==> src/sv/rocal_pkg.sv <==
// Package for the rotor offset calibration averager.
// Shared widths, constants, register codes and structs; no dependencies.

package rocal_pkg;

  // Field widths
  localparam int DEG_W   = 9;
  localparam int WIDTH_W = 14;
  localparam int DIR_W   = 2;
  localparam int CFG_W   = 14;

  // Sweep constants (degrees)
  localparam logic [DEG_W-1:0] SWEEP_STEP = DEG_W'(10);
  localparam logic [DEG_W-1:0] SWEEP_MAX  = DEG_W'(359);
  localparam int               MAX_DIFF   = 350;

  // Default window depth of the difference ring
  localparam int WINDOW_DEPTH_DEF = 100;

  // Register reset values
  localparam logic [WIDTH_W-1:0] DRIVE_WIDTH_RST = WIDTH_W'(9000);
  localparam logic [DIR_W-1:0]   DRIVE_DIR_RST   = DIR_W'(1);

  // Configuration register indexes
  typedef enum logic [1:0] {
    CFG_CALIB_ENABLE    = 2'd0,
    CFG_DRIVE_WIDTH     = 2'd1,
    CFG_DRIVE_DIRECTION = 2'd2
  } cfg_idx_t;

  // Result of the sweep step for one item
  typedef struct packed {
    logic [DEG_W-1:0] angle;
    logic             taken;
    logic [DEG_W-1:0] diff;
  } sweep_res_t;

endpackage

==> src/sv/rocal_if.sv <==
// Valid/ready channel interfaces for the input and result items.
// Depends on rocal_pkg for field widths.

interface rocal_in_if;
  logic                        valid;
  logic                        ready;
  logic [rocal_pkg::DEG_W-1:0] measured_degree;

  modport source(output valid, output measured_degree, input ready);
  modport sink(input valid, input measured_degree, output ready);
endinterface

interface rocal_out_if;
  logic                          valid;
  logic                          ready;
  logic [rocal_pkg::DEG_W-1:0]   drive_angle;
  logic [rocal_pkg::WIDTH_W-1:0] out_width;
  logic [rocal_pkg::DIR_W-1:0]   out_direction;
  logic [rocal_pkg::DEG_W-1:0]   average_offset;
  logic                          sample_taken;

  modport source(output valid, output drive_angle, output out_width,
                 output out_direction, output average_offset,
                 output sample_taken, input ready);
  modport sink(input valid, input drive_angle, input out_width,
               input out_direction, input average_offset,
               input sample_taken, output ready);
endinterface

==> src/sv/rocal_sweep.sv <==
// Sweep angle generator and ring write index.
// Depends on rocal_pkg; holds calib_enable, phase, sweep angle, ring index.

module rocal_sweep #(
  parameter int WINDOW_DEPTH = rocal_pkg::WINDOW_DEPTH_DEF,
  localparam int IDX_W = $clog2(WINDOW_DEPTH)
) (
  input  logic                        clk,
  input  logic                        rst,
  input  logic                        enable_wr,
  input  logic                        enable_val,
  input  logic                        accept,
  input  logic [rocal_pkg::DEG_W-1:0] measured,
  output rocal_pkg::sweep_res_t       res,
  output logic [IDX_W-1:0]            idx_next
);

  logic                        calib_enable;
  logic                        phase;
  logic                        phase_next;
  logic [rocal_pkg::DEG_W-1:0] sweep_angle;
  logic [rocal_pkg::DEG_W-1:0] sweep_next;
  logic [rocal_pkg::DEG_W-1:0] stepped;
  logic [IDX_W-1:0]            ring_index;

  // Next phase and angle for this item
  always_comb begin
    stepped    = sweep_angle + rocal_pkg::SWEEP_STEP;
    phase_next = 1'b0;
    sweep_next = '0;
    if (calib_enable) begin
      if (phase) begin
        phase_next = 1'b0;
        sweep_next = (stepped > rocal_pkg::SWEEP_MAX) ? '0 : stepped;
      end else begin
        phase_next = 1'b1;
        sweep_next = sweep_angle;
      end
    end
    res.angle = sweep_next;
    res.taken = calib_enable && (sweep_next > measured);
    res.diff  = sweep_next - measured;
    idx_next  = (ring_index == IDX_W'(WINDOW_DEPTH - 1)) ? '0 : ring_index + 1'b1;
  end

  // State registers; a write of one to calib_enable restarts the angle
  always_ff @(posedge clk) begin
    if (rst) begin
      calib_enable <= 1'b0;
      phase        <= 1'b0;
      sweep_angle  <= '0;
      ring_index   <= '0;
    end else if (enable_wr) begin
      calib_enable <= enable_val;
      if (enable_val) begin
        sweep_angle <= '0;
      end
    end else if (accept) begin
      phase       <= phase_next;
      sweep_angle <= sweep_next;
      if (res.taken) begin
        ring_index <= idx_next;
      end
    end
  end

endmodule

==> src/sv/rocal_ring.sv <==
// Difference ring: one write and one registered read per cycle.
// Depends on rocal_pkg; entries read as zero until written after reset.

module rocal_ring #(
  parameter int WINDOW_DEPTH = rocal_pkg::WINDOW_DEPTH_DEF,
  localparam int IDX_W = $clog2(WINDOW_DEPTH)
) (
  input  logic                        clk,
  input  logic                        rst,
  input  logic                        rd_en,
  input  logic [IDX_W-1:0]            rd_addr,
  output logic [rocal_pkg::DEG_W-1:0] rd_data,
  input  logic                        wr_en,
  input  logic [IDX_W-1:0]            wr_addr,
  input  logic [rocal_pkg::DEG_W-1:0] wr_data
);

  logic [rocal_pkg::DEG_W-1:0] mem [WINDOW_DEPTH];
  logic [WINDOW_DEPTH-1:0]     written;

  // Write port
  always_ff @(posedge clk) begin
    if (wr_en) begin
      mem[wr_addr] <= wr_data;
    end
  end

  // Per-entry valid bits, cleared at reset
  always_ff @(posedge clk) begin
    if (rst) begin
      written <= '0;
    end else if (wr_en) begin
      written[wr_addr] <= 1'b1;
    end
  end

  // Read port, with bypass of a write to the same entry in the same cycle
  always_ff @(posedge clk) begin
    if (rd_en) begin
      if (wr_en && (wr_addr == rd_addr)) begin
        rd_data <= wr_data;
      end else if (written[rd_addr]) begin
        rd_data <= mem[rd_addr];
      end else begin
        rd_data <= '0;
      end
    end
  end

endmodule

==> src/sv/rocal_div.sv <==
// Divide-by-window stage: multiply by a fixed reciprocal, then shift.
// Depends on rocal_pkg; one registered multiply, quotient is a bit slice.

module rocal_div #(
  parameter int WINDOW_DEPTH = rocal_pkg::WINDOW_DEPTH_DEF,
  parameter int SUM_W = 16
) (
  input  logic                        clk,
  input  logic                        load,
  input  logic [SUM_W-1:0]            sum,
  output logic [rocal_pkg::DEG_W-1:0] quotient
);

  // floor(n / D) == (n * ceil(2^K / D)) >> K for all n < 2^SUM_W
  localparam int DIV_SHIFT = SUM_W + $clog2(WINDOW_DEPTH);
  localparam int RECIP_W   = SUM_W + 2;
  localparam longint unsigned RECIP =
    ((64'd1 << DIV_SHIFT) + 64'(WINDOW_DEPTH) - 64'd1) / 64'(WINDOW_DEPTH);
  localparam int PROD_W    = SUM_W + RECIP_W;

  logic [PROD_W-1:0] prod;

  always_ff @(posedge clk) begin
    if (load) begin
      prod <= PROD_W'(sum) * PROD_W'(RECIP_W'(RECIP));
    end
  end

  assign quotient = prod[DIV_SHIFT +: rocal_pkg::DEG_W];

endmodule

==> src/sv/rotor_offset_calibration_averager.sv <==
// Top level of the rotor offset calibration averager.
// Depends on rocal_pkg, rocal_if, rocal_sweep, rocal_ring and rocal_div.
//
// Use: one input item per control tick on sample_in carries the measured
// electrical angle. Each item gives exactly one result item on result_out:
// the forced drive angle, the width and direction registers, the averaged
// offset and a flag that a difference was stored this tick.
// Configuration is written through cfg_we / cfg_index / cfg_data while no
// item is in flight: calib_enable (0), drive_width (1), drive_direction (2).
// Pipeline: three register stages (ring read at accept, sum update with write
// back and reciprocal multiply, output reg), passed by each item in that order.
// Throughput: one item per cycle while result_out is not stalled; the ring memory
// has one read and one write port, and the running sum is updated once per item.
// Reset (rst, synchronous): registers to their reset values, sweep idle,
// the ring reads as all zero through per-entry valid bits; no clearing pass.
// Stall: each stage holds while the next is full and stalled; empty stages
// still fill, so up to three items are held before sample_in.ready drops.

module rotor_offset_calibration_averager #(
  parameter int WINDOW_DEPTH = rocal_pkg::WINDOW_DEPTH_DEF
) (
  input  logic                          clk,
  input  logic                          rst,
  input  logic                          cfg_we,
  input  logic [1:0]                    cfg_index,
  input  logic [rocal_pkg::CFG_W-1:0]   cfg_data,
  rocal_in_if.sink                      sample_in,
  rocal_out_if.source                   result_out
);

  localparam int IDX_W = $clog2(WINDOW_DEPTH);
  localparam int SUM_W = $clog2(WINDOW_DEPTH * rocal_pkg::MAX_DIFF + 1);

  // Configuration registers
  logic [rocal_pkg::WIDTH_W-1:0] drive_width;
  logic [rocal_pkg::DIR_W-1:0]   drive_direction;
  logic                          enable_wr;

  assign enable_wr = cfg_we && (cfg_index == rocal_pkg::CFG_CALIB_ENABLE);

  always_ff @(posedge clk) begin
    if (rst) begin
      drive_width     <= rocal_pkg::DRIVE_WIDTH_RST;
      drive_direction <= rocal_pkg::DRIVE_DIR_RST;
    end else if (cfg_we) begin
      case (cfg_index)
        rocal_pkg::CFG_DRIVE_WIDTH:     drive_width     <= cfg_data;
        rocal_pkg::CFG_DRIVE_DIRECTION: drive_direction <= cfg_data[rocal_pkg::DIR_W-1:0];
        default: ;
      endcase
    end
  end

  // Stage enables
  logic v1, v2, v3;
  logic en1, en2, en3;
  logic accept;

  assign en3    = !v3 || result_out.ready;
  assign en2    = !v2 || en3;
  assign en1    = !v1 || en2;
  assign accept = sample_in.valid && en1;
  assign sample_in.ready = en1;

  // Sweep step at accept
  rocal_pkg::sweep_res_t sres;
  logic [IDX_W-1:0]      idx_next;

  rocal_sweep #(.WINDOW_DEPTH(WINDOW_DEPTH)) u_sweep (
    .clk        (clk),
    .rst        (rst),
    .enable_wr  (enable_wr),
    .enable_val (cfg_data[0]),
    .accept     (accept),
    .measured   (sample_in.measured_degree),
    .res        (sres),
    .idx_next   (idx_next)
  );

  // Stage 1 registers: ring entry is being read
  logic [rocal_pkg::DEG_W-1:0]   angle1;
  logic [rocal_pkg::WIDTH_W-1:0] width1;
  logic [rocal_pkg::DIR_W-1:0]   dir1;
  logic                          taken1;
  logic [rocal_pkg::DEG_W-1:0]   diff1;
  logic [IDX_W-1:0]              idx1;

  always_ff @(posedge clk) begin
    if (rst) begin
      v1 <= 1'b0;
    end else if (en1) begin
      v1 <= accept;
    end
  end

  always_ff @(posedge clk) begin
    if (accept) begin
      angle1 <= sres.angle;
      width1 <= drive_width;
      dir1   <= drive_direction;
      taken1 <= sres.taken;
      diff1  <= sres.diff;
      idx1   <= idx_next;
    end
  end

  // Ring memory: read at accept, written back as stage 1 moves on
  logic                        ring_wr;
  logic [rocal_pkg::DEG_W-1:0] old_diff;

  assign ring_wr = v1 && en2 && taken1;

  rocal_ring #(.WINDOW_DEPTH(WINDOW_DEPTH)) u_ring (
    .clk     (clk),
    .rst     (rst),
    .rd_en   (accept),
    .rd_addr (idx_next),
    .rd_data (old_diff),
    .wr_en   (ring_wr),
    .wr_addr (idx1),
    .wr_data (diff1)
  );

  // Running sum of the ring
  logic [SUM_W-1:0] ring_sum;
  logic [SUM_W-1:0] ring_sum_next;

  assign ring_sum_next = taken1 ?
    SUM_W'(ring_sum - SUM_W'(old_diff) + SUM_W'(diff1)) : ring_sum;

  always_ff @(posedge clk) begin
    if (rst) begin
      ring_sum <= '0;
    end else if (v1 && en2) begin
      ring_sum <= ring_sum_next;
    end
  end

  // Stage 2 registers: multiply by the window reciprocal
  logic [rocal_pkg::DEG_W-1:0]   angle2;
  logic [rocal_pkg::WIDTH_W-1:0] width2;
  logic [rocal_pkg::DIR_W-1:0]   dir2;
  logic                          taken2;
  logic [rocal_pkg::DEG_W-1:0]   quotient;

  always_ff @(posedge clk) begin
    if (rst) begin
      v2 <= 1'b0;
    end else if (en2) begin
      v2 <= v1;
    end
  end

  always_ff @(posedge clk) begin
    if (v1 && en2) begin
      angle2 <= angle1;
      width2 <= width1;
      dir2   <= dir1;
      taken2 <= taken1;
    end
  end

  rocal_div #(.WINDOW_DEPTH(WINDOW_DEPTH), .SUM_W(SUM_W)) u_div (
    .clk      (clk),
    .load     (v1 && en2),
    .sum      (ring_sum_next),
    .quotient (quotient)
  );

  // Output register
  always_ff @(posedge clk) begin
    if (rst) begin
      v3 <= 1'b0;
    end else if (en3) begin
      v3 <= v2;
    end
  end

  always_ff @(posedge clk) begin
    if (v2 && en3) begin
      result_out.drive_angle    <= angle2;
      result_out.out_width      <= width2;
      result_out.out_direction  <= dir2;
      result_out.average_offset <= quotient;
      result_out.sample_taken   <= taken2;
    end
  end

  assign result_out.valid = v3;

`ifndef SYNTH
  // A stored difference needs a nonzero drive angle
  a_taken_angle: assert property (@(posedge clk) disable iff (rst)
    result_out.valid && result_out.sample_taken |-> result_out.drive_angle != '0)
    else $error("sample taken with zero drive angle");

  // The average cannot exceed the largest difference
  a_avg_range: assert property (@(posedge clk) disable iff (rst)
    result_out.valid |-> result_out.average_offset <= rocal_pkg::DEG_W'(rocal_pkg::MAX_DIFF))
    else $error("average offset out of range");

  // Running sum stays within the window bound
  a_sum_bound: assert property (@(posedge clk) disable iff (rst)
    1'b1 |-> 32'(ring_sum) <= 32'(WINDOW_DEPTH * rocal_pkg::MAX_DIFF))
    else $error("ring sum exceeds window bound");

  // Input is refused only while the output is held by the receiver
  a_ready_stall: assert property (@(posedge clk) disable iff (rst)
    !sample_in.ready |-> result_out.valid && !result_out.ready)
    else $error("input stalled without output back-pressure");
`endif

endmodule
==> src/flat_wrapper.sv <==
// flat-port wrapper written by rule: the top's interface ports become plain ports
module rotor_offset_calibration_averager_flat 
#(
  parameter int WINDOW_DEPTH = rocal_pkg::WINDOW_DEPTH_DEF
)
  (clk, rst, cfg_we, cfg_index, cfg_data, sample_in_valid, sample_in_measured_degree, sample_in_ready, result_out_valid, result_out_drive_angle, result_out_out_width, result_out_out_direction, result_out_average_offset, result_out_sample_taken, result_out_ready);
  rocal_in_if sample_in_i ();
  rocal_out_if result_out_i ();
  input  logic clk;
  input  logic rst;
  input  logic cfg_we;
  input  logic [1:0] cfg_index;
  input  logic [rocal_pkg::CFG_W-1:0] cfg_data;
  input wire logic [$bits(sample_in_i.valid)-1:0] sample_in_valid;
  input wire logic [$bits(sample_in_i.measured_degree)-1:0] sample_in_measured_degree;
  output wire logic [$bits(sample_in_i.ready)-1:0] sample_in_ready;
  output wire logic [$bits(result_out_i.valid)-1:0] result_out_valid;
  output wire logic [$bits(result_out_i.drive_angle)-1:0] result_out_drive_angle;
  output wire logic [$bits(result_out_i.out_width)-1:0] result_out_out_width;
  output wire logic [$bits(result_out_i.out_direction)-1:0] result_out_out_direction;
  output wire logic [$bits(result_out_i.average_offset)-1:0] result_out_average_offset;
  output wire logic [$bits(result_out_i.sample_taken)-1:0] result_out_sample_taken;
  input wire logic [$bits(result_out_i.ready)-1:0] result_out_ready;
  assign sample_in_i.valid = sample_in_valid;
  assign sample_in_i.measured_degree = sample_in_measured_degree;
  assign sample_in_ready = sample_in_i.ready;
  assign result_out_valid = result_out_i.valid;
  assign result_out_drive_angle = result_out_i.drive_angle;
  assign result_out_out_width = result_out_i.out_width;
  assign result_out_out_direction = result_out_i.out_direction;
  assign result_out_average_offset = result_out_i.average_offset;
  assign result_out_sample_taken = result_out_i.sample_taken;
  assign result_out_i.ready = result_out_ready;
  rotor_offset_calibration_averager #(.WINDOW_DEPTH(WINDOW_DEPTH)) u_core (.clk(clk), .rst(rst), .cfg_we(cfg_we), .cfg_index(cfg_index), .cfg_data(cfg_data), .sample_in(sample_in_i), .result_out(result_out_i));
endmodule
==> config.mk <==
export PLATFORM = sky130hd
export DESIGN_NAME = rotor_offset_calibration_averager_flat
export DESIGN_NICKNAME = d
export VERILOG_FILES = /design/src/sv/rocal_pkg.sv /design/src/sv/rocal_if.sv /design/src/sv/rocal_sweep.sv /design/src/sv/rocal_ring.sv /design/src/sv/rocal_div.sv /design/src/sv/rotor_offset_calibration_averager.sv /design/src/flat_wrapper.sv
export SDC_FILE = /design/constraint.sdc
export NUM_CORES = 2
export LEC_CHECK = 0
export BUFFER_PORTS_ARGS = -buffer_cell sky130_fd_sc_hd__buf_4
export CORE_MARGIN = 4
export CORE_UTILIZATION = 50
export CTS_CLUSTER_SIZE = 40
export DETAILED_ROUTE_END_ITERATION = 12
export HOLD_SLACK_MARGIN = 0.15
export PLACE_DENSITY = 0.66
export SYNTH_ARGS = -nofsm -noshare
export SYNTH_HDL_FRONTEND = slang
export SYNTH_SLANG_ARGS = --single-unit
==> constraint.sdc <==
create_clock -name clk -period 10.53 [get_ports clk]
set_input_delay 0.5265 -clock clk [delete_from_list [all_inputs] [get_ports clk]]
set_output_delay 0.5265 -clock clk [all_outputs]
set_load 0.02 [all_outputs]
Word-level counts from Yosys, hierarchy flattened --
Memory sizes are Yosys's and may differ from the RTL's. Cells that the tools add are included.
Word-level totals: flip-flop bits (word level) 297, bits in writable memories 900, output and inout bits 37, memories 1
Memory list:
- u_core.u_ring.mem | depth 100, bits a word 9, rd ports 1, clocked after Yosys merged registers in 0, write ports 1, RTL line rocal_ring.sv:18 | logic [rocal_pkg::DEG_W-1:0] mem [WINDOW_DEPTH];
Operators by class: add/subtract/negate cells 5, multipliers 1, order comparisons 5, equal/unequal tests 5, multiplexer cells 18, bitwise gates (word level) 2, reductions and logical operators 21
Operators by type and width (count):
- 100-bit OR | 1
- 9-bit two-way mux | 8
- 16-bit by 17-bit multiplier with 32-bit output, second input constant | 1
- 16-bit by 9-bit adder with 16-bit output | 1
- 7-bit by 8-bit < comparator with 1-bit output, second input constant | 2
- 16-bit two-way mux | 1
- 16-bit by 9-bit subtractor with 16-bit output | 1
- 9-bit by 4-bit adder with 9-bit output, second input constant | 1
- 9-bit > comparator | 1
- 9-bit > comparator, second input constant | 1
- 9-bit subtractor | 1
- 1-bit logical AND | 8
- 2-bit AND reduction | 4
- 7-bit by 1-bit adder with 7-bit output, second input constant | 1
- 1-bit binary-select mux with 7-bit select | 1
- 1-bit demux with 7-bit select | 1
- 7-bit equality test | 1
- 7-bit equality test, second input constant | 1
- 7-bit by 1-bit >= comparator with 1-bit output, second input constant | 1
- 7-bit two-way mux | 1
- 1-bit two-way mux | 6
- 1-bit logical NOT | 3
- 1-bit logical OR | 3
- 3-bit AND reduction | 1
- 6 further kinds | 6

Depth between registers and ports, before layout --
depth after elaboration 8, mapped depth 33

Cells and area by module --
Synthesis repeated with hierarchy kept, for this count alone.
Second synthesis, totals: cell total of the unflattened synthesis 3289, area total of the unflattened synthesis 51837.2 um2
Modules (own cells, without submodules):
- rocal_ring | times used 1, cells each 2117, area an instance 39252.6 um2
- rotor_offset_calibration_averager | times used 1, cells each 452, area an instance 5755.5 um2
- rocal_div | times used 1, cells each 505, area an instance 5132.4 um2
- rocal_sweep | times used 1, cells each 215, area an instance 1696.6 um2

Worst setup path after synthesis --
Ideal clock, no wire load.
kind register -> register, start point reg u_core.diff1[0] in the netlist's numbering, end point reg u_core.u_div.prod[31] (data pin), library setup time 268 ps, arrival 9400 ps, path slack 862 ps, stages on the path, launching flop included 33, path buffers 0, period minus slack after synthesis 9668 ps, cell sequence edfxtp_1 -> inv_1 -> ha_1 -> inv_1 -> ha_1 -> fa_1 -> a21o_1 -> a21oi_1 -> o21ai_1 -> a211o_1 -> a2111oi_1 -> o21ai_0 -> nand3_1 -> a21oi_1 -> ha_1 -> inv_1 -> ha_1 -> nand3b_1 -> fa_1 -> inv_1 -> fa_1 -> inv_1 -> fa_1 -> fa_1 -> fa_1 -> ha_1 -> a21o_1 -> a21oi_1 -> o21ai_0 -> a221o_1 -> a211o_1 -> a21oi_1 -> xnor3_1
Between the ends: word-level cells in the longest chain between the ends 3
RTL lines:
- start: declaration | RTL line rotor_offset_calibration_averager.sv:85 | logic [rocal_pkg::DEG_W-1:0] diff1;
- start signal: assignment | RTL line rotor_offset_calibration_averager.sv:102 | diff1 <= sres.diff;
- 16-bit by 9-bit adder with 16-bit output | RTL line rotor_offset_calibration_averager.sv:129 | SUM_W'(ring_sum - SUM_W'(old_diff) + SUM_W'(diff1)) : ring_sum;
- 16-bit two-way mux | RTL line rotor_offset_calibration_averager.sv:128 | assign ring_sum_next = taken1 ?
- 16-bit by 17-bit multiplier with 32-bit output | RTL line rocal_div.sv:25 | prod <= PROD_W'(sum) * PROD_W'(RECIP_W'(RECIP));
- end signal: assignment | RTL line rocal_div.sv:25
- end: declaration | RTL line rocal_div.sv:21 | logic [PROD_W-1:0] prod;
Every way passes these cells. A chain may end at the register's enable or synchronous reset.

Worst setup path in the final report --
start point reg u_core.diff1[6] in the netlist's numbering, end point reg u_core.u_div.prod[31] (data pin)
The elaborated chain is that of the path after synthesis.

==> results.cfg <==
[run_status]
run_status = completed

[clocking]
clock_latency_ns = 0.73
cts_root_buf = clkbuf_16
htree_levels = 3
clk_pin_slew_ns = 0.06
clock_sinks = 1174
cts_tree = done
cts_buffers = 115
cts_setup_buffers = 0
clockBufferDepth = 3

[finish]
layout.cells.non_filler = 5512
drive_gt1_frac = 0.0980
nets = 4326
fill_cells = 8381
final_cell_mix = 1021 x edfxtp_1, 412 x nand2_1, 378 x nor2_1
area_growth_syn_to_layout_pct = 11.1
fin_area_mm2 = 0.0584
final_common_cell = edfxtp_1

[sta]
setup_viol = 0
max_freq_mhz = 104
slew_headroom = 0.0586
holdWs_ns = 0.217
rsz0062_at_grt = no
tightest_slew_ns = 1.41
timing.final.crit_share = 0.910
clock_skew_ns = 0.0667
final_hold_viol_count = 0
setup_tns_ns = 0
period_needed_ns = 9.58
slew_viol_final = 0

[setup_path]
crit_buf_inv = 5
crit_path_frequent_cell = fa_1
crit_path_max_fanout = 19
critPathSlowestCell = edfxtp_1
cp-end-kind = flip-flop
crit_required_ns = 10.98
crit_path_max_incr_delay_ns = 0.88
startpoint_type = flip-flop
arrival_ns = 10.03
worstSetupPathType = reg2reg
path_delay_family = adder cells

[routing]
vias = 33000
wirelength_um = 139000
avgViaCountPerCell = 5.99
antenna_left = 0
drtIter0Drc = 3630
firstDrtPassIters = 6
wl_per_cell_um = 25.2
drc = 0

[floorplanning]
die_w_um = 332
io_pins = 67
core_mm2 = 0.104
die_h_um = 332
rows = 118
initial_utilization = 0.505
die_area_mm2 = 0.110

[synth]
yosysSeqAreaShare = 0.642
ys_ff_latch = 1174
async_flop_share = 0
syn_inst = 3962
ys_types = 90
syn_area_mm2 = 0.0525
synth_edf_count = 1021
synth_ff_type = edfxtp_1
syn_area_per_cell_um2 = 13.3
yosys_warnings = 0
syn-num-nets = 4256

[placed_design]
dp.cells = 5280
dpl_cell_area_mm2 = 0.0545
place_hpwl_um = 87800
gp_congestion = 0.948
port_buffers = 66

[pwr]
power_leakage_nw = 20.7
powerDensity_mw_per_mm2 = 208
ir_drop_v = 0.000249

[global_routing]
antenna_found_initial = 5
grt_max_degree = 115
grt_pass1_vias = 31800
grt.overflow.total = 0
track_usage = 0.247
grt_pass1_wl_um = 206000

[job]
cap_violations = 0

[worst_hold_path]
hold_class = in2reg
where the power goes:
part | internal (mW) | total [mW] | switching [mW]
clock network | 2.25 | 4.03 | 1.77
logic | 1.26 | 2.98 | 1.72
registers | 5.14 | 5.16 | 0.0171
total | 8.65 | 12.2 | 3.51
worst register-to-register path, delay by kind of cell, from the launching register on:
kind	cells	cell delay, ns
buf+inv	5	0.40
simple gates	2	0.40
fa+ha+maj	10	4.07
xor+xnor	1	0.32
compound gates	12	3.25
flops	1	0.88
final timing paths:
path / to / cells past startpoint / slack [ns] / startpoint
setup reg to reg: u_core.u_div.prod[31] / 30 / 0.95 / u_core.diff1[6]
hold / removal: u_core.u_sweep.calib_enable / 4 / 0.22 / cfg_index[0]
hold reg to reg: u_core.width1[12] / 0 / 0.40 / u_core.drive_width[12]
setup / recovery: u_core.u_div.prod[31] / 30 / 0.95 / u_core.diff1[6]
final cells by class:
class                   instances  area [µm²]  share of cell area
flip-flops and latches       1174       33700               0.578
clock buffers                 153        3070              0.0526
repair buffers                155        1220              0.0209
clock inverters                63         609              0.0104
multi-input cells            2352       17100               0.293
inverters                     234         886              0.0152
diodes                          1        2.50           0.0000429
well taps                    1380        1730              0.0296
sequential cells by signal (all words and copies together) (netlist names), 2 cells and up:
register	flops
u_core.dir1	2
u_core.drive_width	14
u_core.dir2	2
u_core.width1	14
u_core.u_sweep.sweep_angle	9
u_core.angle1	9
u_core.angle2	9
u_core.result_out.out_width	14
u_core.idx1	7
u_core.result_out.drive_angle	9
u_core.result_out.out_direction	2
u_core.u_ring.mem	900
u_core.result_out.average_offset	9
u_core.diff1	9
u_core.u_sweep.ring_index	7
u_core.ring_sum	16
u_core.u_ring.written	100
u_core.width2	14
u_core.u_ring.rd_data	9
u_core.drive_direction	2
u_core.u_div.prod	9
metal layers:
metal  vias to the layer above  routed length (µm)  part of all wire  GRT usage
met5                         -                  36           0.00026          0
met4                         6                6210             0.045     0.0987
met3                       341               12200             0.088     0.0432
met2                      1558               64900              0.47      0.396
met1                     16400               55400              0.40      0.336
li1                      14700                   -                 -          -
per-stage QoR:
stage	utilization	setup slack (ns)	power, mW
global route	0.561	0.419	12.9
detailed placement	0.525	1.08	8.24
global placement	0.525	1.25	8.20
CTS	0.561	1.05	12.3
floorplan	-	0.862	7.49
finish	0.561	0.951	12.2
timing repair:
action | 4_1_cts | 5_1_grt
endpoints found under the hold margin | 18 | 0
hold buffers | 15 | 0
resized for setup | 0 | 0
cells by family after synthesis:
kind of cell,count (synthesis),synth area share
buffers and inverters,436,0.0335
XOR/XNOR,43,0.00758
adder cells (fa/ha/maj),264,0.0779
AND/OR/NAND/NOR,1097,0.0910
AO/OA/AOI/OAI,646,0.0851
multiplexers,302,0.0627
flip-flops,1174,0.642
Yosys cell counts, drive strengths merged (46+ instances only):
cell type / instances / area (µm²)
a21oi: 132 / 664
o21ai: 96 / 503
nand2: 413 / 1550
nor2: 381 / 1430
dfxtp: 153 / 3060
mux2i: 235 / 2350
edfxtp: 1021 / 30700
a31oi: 46 / 288
fa: 105 / 2100
nand3: 130 / 651
inv: 233 / 875
clkbuf: 115 / 432
mux2: 51 / 578
buf: 87 / 452
ha: 159 / 1990
Power figures use the tool's default switching activity.
